**src/hw/rtl/base26_range_splitter_core_defines.svh**
```systemverilog
// Assertion macros shared by the range splitter RTL.
// Each macro expects clk and rst_n to be visible where it is used.
`ifndef BASE26_RANGE_SPLITTER_CORE_DEFINES_SVH
`define BASE26_RANGE_SPLITTER_CORE_DEFINES_SVH

// Same-cycle implication.
`define B26RS_ASSERT_NOW(label, ante, cons, msg) \
    label: assert property (@(posedge clk) disable iff (!rst_n) (ante) |-> (cons)) \
        else $error(msg);

// Next-cycle implication.
`define B26RS_ASSERT_NEXT(label, ante, cons, msg) \
    label: assert property (@(posedge clk) disable iff (!rst_n) (ante) |=> (cons)) \
        else $error(msg);

`endif

```
**src/hw/rtl/b26rs_pkg.sv**
```systemverilog
`default_nettype none

package b26rs_pkg;

    // Letter packing.
    localparam int LETTER_BITS   = 5;
    localparam int FIELD_LETTERS = 8;
    localparam int WORD_BITS     = LETTER_BITS * FIELD_LETTERS;
    localparam int RADIX         = 26;
    localparam int MAX_DIGIT     = RADIX - 1;

    // Chunk size register.
    localparam int CHUNK_BITS = 32;

    typedef logic [LETTER_BITS-1:0] digit_t;
    typedef digit_t [FIELD_LETTERS-1:0] digit_vec_t;

    // Reset chunk size is 500000, so the addend is 499999 = 1,2,11,16,19 in base 26.
    localparam digit_vec_t ADD_RESET_DIGITS = {
        5'd0, 5'd0, 5'd0, 5'd1, 5'd2, 5'd11, 5'd16, 5'd19
    };

    // Work bundle handed from cell to cell along the chain.
    typedef struct packed {
        logic [3:0]           len;
        logic [WORD_BITS-1:0] lo_raw;
        logic [WORD_BITS-1:0] hi_raw;
        logic                 carry;
        logic                 inc_carry;
        logic                 lt;
        logic                 ovf;
        logic [WORD_BITS-1:0] lo_w;
        logic [WORD_BITS-1:0] sum_w;
        logic [WORD_BITS-1:0] rest_w;
        logic [WORD_BITS-1:0] hi_w;
    } work_t;

    // Letters above the last valid one read as the last valid one.
    function automatic digit_t clamp_digit(input digit_t d);
        digit_t r;
        r = (d > digit_t'(MAX_DIGIT)) ? digit_t'(MAX_DIGIT) : d;
        return r;
    endfunction

endpackage

`default_nettype wire

```
**src/hw/rtl/b26rs_cell.sv**
```systemverilog
`default_nettype none

module b26rs_cell
    import b26rs_pkg::*;
#(
    parameter int IDX = 0
)
(
    input  logic   clk,
    input  logic   rst_n,
    input  logic   up_valid,
    output logic   up_ready,
    input  work_t  up_work,
    input  digit_t add_digit,
    output logic   dn_valid,
    input  logic   dn_ready,
    output work_t  dn_work
);

    logic       valid_reg;
    work_t      work_reg;
    work_t      work_next;
    logic       active;
    digit_t     lo_d;
    digit_t     hi_d;
    digit_t     sum_d;
    digit_t     rest_d;
    logic [5:0] sum_t;
    logic [5:0] inc_t;
    logic       sum_cy;
    logic       inc_cy;

    // One base-26 digit of start + addend, of that sum + 1, and of the compare.
    always_comb
    begin
        active = (up_work.len > 4'(IDX));
        lo_d   = clamp_digit(up_work.lo_raw[LETTER_BITS*IDX +: LETTER_BITS]);
        hi_d   = clamp_digit(up_work.hi_raw[LETTER_BITS*IDX +: LETTER_BITS]);
        sum_t  = 6'(lo_d) + 6'(add_digit) + 6'(up_work.carry);
        sum_cy = (sum_t >= 6'(RADIX));
        sum_d  = sum_cy ? 5'(sum_t - 6'(RADIX)) : 5'(sum_t);
        inc_t  = 6'(sum_d) + 6'(up_work.inc_carry);
        inc_cy = (inc_t == 6'(RADIX));
        rest_d = inc_cy ? '0 : 5'(inc_t);

        work_next = up_work;
        if (active)
        begin
            work_next.carry     = sum_cy;
            work_next.inc_carry = inc_cy;
            // The compare runs from the least significant digit up.
            work_next.lt        = (sum_d < hi_d) || ((sum_d == hi_d) && up_work.lt);
            work_next.lo_w[LETTER_BITS*IDX +: LETTER_BITS]   = lo_d;
            work_next.hi_w[LETTER_BITS*IDX +: LETTER_BITS]   = hi_d;
            work_next.sum_w[LETTER_BITS*IDX +: LETTER_BITS]  = sum_d;
            work_next.rest_w[LETTER_BITS*IDX +: LETTER_BITS] = rest_d;
        end
        else
        begin
            // Past the word length, any addend digit means the sum does not fit.
            work_next.ovf = up_work.ovf || (add_digit != '0);
        end
    end

    assign up_ready = !valid_reg || dn_ready;

    // Stage valid flag.
    always_ff @(posedge clk or negedge rst_n)
    begin
        if (!rst_n)
        begin
            valid_reg <= 1'b0;
        end
        else if (up_ready)
        begin
            valid_reg <= up_valid;
        end
    end

    // Stage payload.
    always_ff @(posedge clk)
    begin
        if (up_ready && up_valid)
        begin
            work_reg <= work_next;
        end
    end

    assign dn_valid = valid_reg;
    assign dn_work  = work_reg;

endmodule

`default_nettype wire

```
**src/hw/rtl/b26rs_cvt.sv**
```systemverilog
`default_nettype none

module b26rs_cvt
    import b26rs_pkg::*;
(
    input  logic                  clk,
    input  logic                  rst_n,
    input  logic                  cfg_valid,
    output logic                  cfg_ready,
    input  logic [CHUNK_BITS-1:0] cfg_data,
    output logic                  busy,
    output digit_vec_t            add_digits
);

    logic                  busy_reg;
    logic                  busy_next;
    logic [4:0]            cnt_reg;
    logic [4:0]            cnt_next;
    logic [CHUNK_BITS-1:0] shift_reg;
    logic [CHUNK_BITS-1:0] shift_next;
    digit_vec_t            digits_reg;
    digit_vec_t            digits_next;
    digit_vec_t            doubled;
    logic                  wr;

    assign wr = cfg_valid && cfg_ready;

    // Doubles the base-26 value and adds the next binary bit, MSB first.
    always_comb
    begin
        logic       cy;
        logic [5:0] t;
        cy = shift_reg[CHUNK_BITS-1];
        for (int k = 0; k < FIELD_LETTERS; k++)
        begin
            t = {digits_reg[k], 1'b0} + 6'(cy);
            if (t >= 6'(RADIX))
            begin
                doubled[k] = 5'(t - 6'(RADIX));
                cy         = 1'b1;
            end
            else
            begin
                doubled[k] = 5'(t);
                cy         = 1'b0;
            end
        end
    end

    // Load on a write, then one bit per cycle for the full register width.
    always_comb
    begin
        busy_next   = busy_reg;
        cnt_next    = cnt_reg;
        shift_next  = shift_reg;
        digits_next = digits_reg;
        if (wr)
        begin
            busy_next   = 1'b1;
            cnt_next    = 5'(CHUNK_BITS - 1);
            shift_next  = (cfg_data == '0) ? '0 : cfg_data - CHUNK_BITS'(1);
            digits_next = '0;
        end
        else if (busy_reg)
        begin
            digits_next = doubled;
            shift_next  = {shift_reg[CHUNK_BITS-2:0], 1'b0};
            if (cnt_reg == '0)
            begin
                busy_next = 1'b0;
            end
            else
            begin
                cnt_next = cnt_reg - 5'd1;
            end
        end
    end

    // Control and converted addend.
    always_ff @(posedge clk or negedge rst_n)
    begin
        if (!rst_n)
        begin
            busy_reg   <= 1'b0;
            cnt_reg    <= '0;
            digits_reg <= ADD_RESET_DIGITS;
        end
        else
        begin
            busy_reg   <= busy_next;
            cnt_reg    <= cnt_next;
            digits_reg <= digits_next;
        end
    end

    // Binary shift register.
    always_ff @(posedge clk)
    begin
        shift_reg <= shift_next;
    end

    assign cfg_ready  = !busy_reg;
    assign busy       = busy_reg;
    assign add_digits = digits_reg;

endmodule

`default_nettype wire

```
**src/hw/rtl/base26_range_splitter_core.sv**
```systemverilog
// Path: a request is registered in each digit cell in turn, then in the result register.
// Throughput: one request per cycle unless stalled; each cell holds one request in flight.
// A chunk_size write runs a binary to base-26 conversion of the addend in the
// converter, and requests are stalled until it finishes.
// Reset: all stage valid flags and the result valid flag clear; chunk_size reads 500000.
`default_nettype none

`include "base26_range_splitter_core_defines.svh"

module base26_range_splitter_core
    import b26rs_pkg::*;
#(
    parameter int WORD_LEN = 8
)
(
    input  logic                  clk,
    input  logic                  rst_n,
    input  logic                  cfg_valid,
    output logic                  cfg_ready,
    input  logic [CHUNK_BITS-1:0] cfg_data,
    input  logic                  req_valid,
    output logic                  req_stall,
    input  logic [WORD_BITS-1:0]  range_low,
    input  logic [WORD_BITS-1:0]  range_high,
    input  logic [3:0]            word_length,
    output logic                  res_valid,
    input  logic                  res_stall,
    output logic                  split,
    output logic [WORD_BITS-1:0]  chunk_low,
    output logic [WORD_BITS-1:0]  chunk_high,
    output logic [WORD_BITS-1:0]  rest_low
);

    localparam int NCELL = (WORD_LEN < FIELD_LETTERS) ? WORD_LEN : FIELD_LETTERS;

    logic                 cvt_busy;
    digit_vec_t           add_digits;
    logic                 add_beyond;
    logic [NCELL:0]       chain_valid;
    logic [NCELL:0]       chain_ready;
    work_t                chain_work [NCELL+1];
    work_t                tail;
    logic                 out_load;
    logic                 split_next;
    logic                 res_valid_reg;
    logic                 split_reg;
    logic [WORD_BITS-1:0] chunk_low_reg;
    logic [WORD_BITS-1:0] chunk_high_reg;
    logic [WORD_BITS-1:0] rest_low_reg;

    // Chunk size register, held as base-26 digits of chunk_size - 1.
    b26rs_cvt u_cvt
    (
        .clk        (clk),
        .rst_n      (rst_n),
        .cfg_valid  (cfg_valid),
        .cfg_ready  (cfg_ready),
        .cfg_data   (cfg_data),
        .busy       (cvt_busy),
        .add_digits (add_digits)
    );

    // Nonzero addend digits beyond the last cell always overflow the word.
    always_comb
    begin
        add_beyond = 1'b0;
        for (int k = 0; k < FIELD_LETTERS; k++)
        begin
            if (k >= NCELL)
            begin
                add_beyond = add_beyond || (add_digits[k] != '0);
            end
        end
    end

    // Request entry: cap the length and seed the carry chains.
    always_comb
    begin
        chain_work[0]           = '0;
        chain_work[0].len       = (word_length > 4'(NCELL)) ? 4'(NCELL) : word_length;
        chain_work[0].lo_raw    = range_low;
        chain_work[0].hi_raw    = range_high;
        chain_work[0].inc_carry = 1'b1;
    end

    assign chain_valid[0] = req_valid && !cvt_busy;
    assign req_stall      = !chain_ready[0] || cvt_busy;

    // One cell per letter, least significant letter first.
    for (genvar g = 0; g < NCELL; g++)
    begin : g_cell
        b26rs_cell #(
            .IDX (g)
        ) u_cell
        (
            .clk       (clk),
            .rst_n     (rst_n),
            .up_valid  (chain_valid[g]),
            .up_ready  (chain_ready[g]),
            .up_work   (chain_work[g]),
            .add_digit (add_digits[g]),
            .dn_valid  (chain_valid[g+1]),
            .dn_ready  (chain_ready[g+1]),
            .dn_work   (chain_work[g+1])
        );
    end

    // Final decision on the fully processed request.
    assign tail       = chain_work[NCELL];
    assign split_next = !tail.carry && !tail.ovf && !add_beyond && tail.lt;
    assign out_load   = !res_valid_reg || !res_stall;
    assign chain_ready[NCELL] = out_load;

    // Result valid flag.
    always_ff @(posedge clk or negedge rst_n)
    begin
        if (!rst_n)
        begin
            res_valid_reg <= 1'b0;
        end
        else if (out_load)
        begin
            res_valid_reg <= chain_valid[NCELL];
        end
    end

    // Result payload.
    always_ff @(posedge clk)
    begin
        if (out_load && chain_valid[NCELL])
        begin
            split_reg      <= split_next;
            chunk_low_reg  <= tail.lo_w;
            chunk_high_reg <= split_next ? tail.sum_w : tail.hi_w;
            rest_low_reg   <= split_next ? tail.rest_w : tail.lo_w;
        end
    end

    assign res_valid  = res_valid_reg;
    assign split      = split_reg;
    assign chunk_low  = chunk_low_reg;
    assign chunk_high = chunk_high_reg;
    assign rest_low   = rest_low_reg;

    `B26RS_ASSERT_NOW(a_busy_stalls, cvt_busy, req_stall, "request taken during conversion")
    `B26RS_ASSERT_NEXT(a_write_busy, cfg_valid && cfg_ready, cvt_busy, "write did not start conversion")
    `B26RS_ASSERT_NOW(a_chunk_order, res_valid && split, chunk_low <= chunk_high, "chunk runs backward")
    `B26RS_ASSERT_NOW(a_rest_after, res_valid && split, rest_low > chunk_high, "rest overlaps chunk")

endmodule

`default_nettype wire
```
**config.mk**
```make
export PLATFORM = sky130hd
export DESIGN_NAME = base26_range_splitter_core
export DESIGN_NICKNAME = d
export VERILOG_FILES = /design/src/hw/rtl/b26rs_pkg.sv /design/src/hw/rtl/b26rs_cell.sv /design/src/hw/rtl/b26rs_cvt.sv /design/src/hw/rtl/base26_range_splitter_core.sv
export VERILOG_INCLUDE_DIRS = /design/src /design/src/hw/rtl
export SDC_FILE = /design/constraint.sdc
export NUM_CORES = 1
export LEC_CHECK = 0
export ABC_AREA = 1
export ABC_CLOCK_PERIOD_IN_PS = 15400
export BUFFER_PORTS_ARGS = -buffer_cell sky130_fd_sc_hd__buf_4
export CORE_MARGIN = 1
export CORE_UTILIZATION = 35
export DETAILED_ROUTE_END_ITERATION = 16
export GPL_TIMING_DRIVEN = 0
export PLACE_DENSITY = 0.58
export SLEW_MARGIN = 10
export SYNTH_ARGS = -nofsm -noshare
export SYNTH_HDL_FRONTEND = slang
export SYNTH_HIERARCHICAL = 1
export SYNTH_SLANG_ARGS = --single-unit
```
**constraint.sdc**
```tcl
create_clock -name clk -period 15.4 [get_ports clk]
set_input_delay 3.08 -clock clk [delete_from_list [all_inputs] [get_ports clk]]
set_output_delay 3.08 -clock clk [all_outputs]
set_load 0.03 [all_outputs]
```
==> impl_metrics.py <==
metrics = {
    "finish": {
        "areaGrowthSynthToFinish_pct": 20.01,
        "largest_reg_flops": 1616,
        "drive_above_1_share_pct": 16.13,
        "nets": 5074,
        "finalNonFillerCells": 7479,
        "antenna_cells": 0,
    },
    "critical_path": {
        "cp_slowest_cell": "buf_4",
        "slowest_delay_ns": 0.16,
        "path_class": "in -> out",
        "ff2ff_path_depth": 21,
        "crit_fanout": 2,
        "crit_top_cell": "nand2_1",
        "path_cells": "buf_4 > nand2_1 > inv_1 > nand2_1 > inv_1 > nand2_1 > inv_1 > nand2_1 > inv_1 > nand2_1 > inv_1 > nand2_1 > inv_1 > nand2_1 > inv_1 > nand2_1 > inv_1 > nand2_1 > nand2_1 > buf_4",
        "critPathRequiredTime_ns": 12.32,
        "critPathLaunchType": "input port",
        "cp-end-kind": "primary output",
        "worstPathArrival_ns": 5.04,
    },
    "timing": {
        "max_freq_ghz": 0.1231,
        "setup_viol": 0,
        "finalHoldViolCount": 0,
        "slew_violations": 0,
        "min_period_ns": 8.120,
        "relSlewSlack_pct": 29.69,
        "hold_slack_ns": 0.3899,
        "grt_setup_unrepaired": "false",
        "fin_ws_ns": 7.280,
        "fin_tns_setup_ns": 0,
        "finClkSkew_ns": 0.02963,
        "max_slew.worst_pin.slew_ns": 1.051,
        "period_share_pct": 52.73,
    },
    "clock_network": {
        "clk_pin_slew_ns": 0.06,
        "cts_setup_buffers": 0,
        "tritoncts": "yes",
        "cts_root_buf": "clkbuf_16",
        "cts_resized": 0,
        "h-tree-depth": 4,
        "numClockSinks": 1824,
        "clockBufferDepth": 3,
        "numCtsBuffers": 181,
        "cts_hold_repair.buffers": 0,
        "clock_latency_ns": 0.79,
    },
    "grt": {
        "track_usage_pct": 13.85,
        "grt_max_degree": 56,
        "grt_pass1_vias": 32950,
        "grt_pass1_wl_mm": 198.8,
        "grt.overflow.total": 0,
        "antenna_found_initial": 4,
    },
    "yosys": {
        "synthCells": 4160,
        "syn_area_per_cell_um2": 15.96,
        "netlist_area_mm2": 0.06639,
        "ys.warnings.count": 6,
    },
    "floorplan": {
        "rows": 159,
        "dieArea_mm2": 0.1914,
        "die_w_um": 437.5,
        "io-pin-count": 245,
        "coreArea_mm2": 0.1880,
        "start_util_pct": 35.32,
        "die_h_um": 437.5,
    },
    "run_status": {
        "run_status": "complete, but fails checks",
        "violations": "design-rule violations",
    },
    "detailed_routing": {
        "vias": 32790,
        "via_per_inst": 4.384,
        "wl_mm": 131.5,
        "avgRoutedWirePerCell_um": 17.58,
        "ant_nets": 0,
        "drc": 9,
        "dr.pass1.iters": 13,
        "drt_iter0_markers": 2025,
    },
    "placement": {
        "portBuffers": 244,
        "dp_hpwl_mm": 94.49,
        "place_worst_setup_slack_ns": 7.276,
        "gp_congestion": 0.8392,
        "placed_cells": 7142,
    },
    "worst_hold_path": {
        "hold_class": "reg -> reg",
        "hold_depth": 0,
    },
    "power": {
        "leakage_uw": 0.02893,
        "powerDensity_mw_per_mm2": 193.1,
        "ir_drop_v": 0.0001056,
    },
    "run": {
        "drv_cap": 0,
    },
}
-- through the flow --
stage               utilization (%)  area, um2  power [uW]
CTS                           42.38      79680       15580
global placement              38.28      71970       11330
floorplan                         -      67010       10020
finish                        42.38      79680       15380
global route                  42.38      79680       16290
detailed placement            39.28      73840       11220
-- cell type report --
cell class	instances	area, um2
fillers	16740	108300
clock buffers	232	4876
clock inverters	105	959.7
multi-input cells	2107	11070
well taps	2495	3122
repair buffers	324	3608
flip-flops and latches	1824	54510
plain buffers	86	382.9
inverters	306	1149
-- layout by cell type (no fill, tap or decap), types with 54 or more instances in the layout --
cell type and count:
nand2_2 56, inv_1 287, conb_1 165, ha_1 107
edfxtp_1 1769, clkbuf_16 185, nand2_1 881, o21ai_0 153
clkbuf_1 93, nand3_1 209, buf_4 246, nor2_1 176
buf_12 54, a21oi_1 63
-- critical path: cells and delay by family --
family                 cells  cell delay (ns)
AND/OR/NAND/NOR           10             0.80
buffers and inverters     10             1.16
-- routing by layer --
layer	up-vias	share of wire [%]	track usage, %
li1	16100	-	-
met1	15840	41	16.76
met2	616	51	24.36
met3	240	4.0	2.282
met4	0	3.6	5.854
met5	-	0	0
-- final timing paths --
| check | from | slack [ns] | endpoint |
|---|---|---|---|
| worst max-delay path | res_stall | 7.28 | req_stall |
| worst min-delay path | g_cell[0].u_cell/dn_work[77] | 0.39 | g_cell[1].u_cell/dn_work[77] |
| worst max register to register | g_cell[3].u_cell/dn_work[227] | 11.40 | g_cell[4].u_cell/dn_work[161] |
| worst min register to register | g_cell[0].u_cell/dn_work[77] | 0.39 | g_cell[1].u_cell/dn_work[77] |
| max in group asynchronous | rst_n | 12.38 | u_cvt/add_digits[38] |
| min in group asynchronous | rst_n | 2.40 | u_cvt/cnt_reg[3] |
-- where the power goes --
part | switching (uW) | internal, uW
logic | 2790 | 1390
registers | 295 | 6620
clock network | 1820 | 2480
Note: power is estimated with default switching activity, not from simulation.
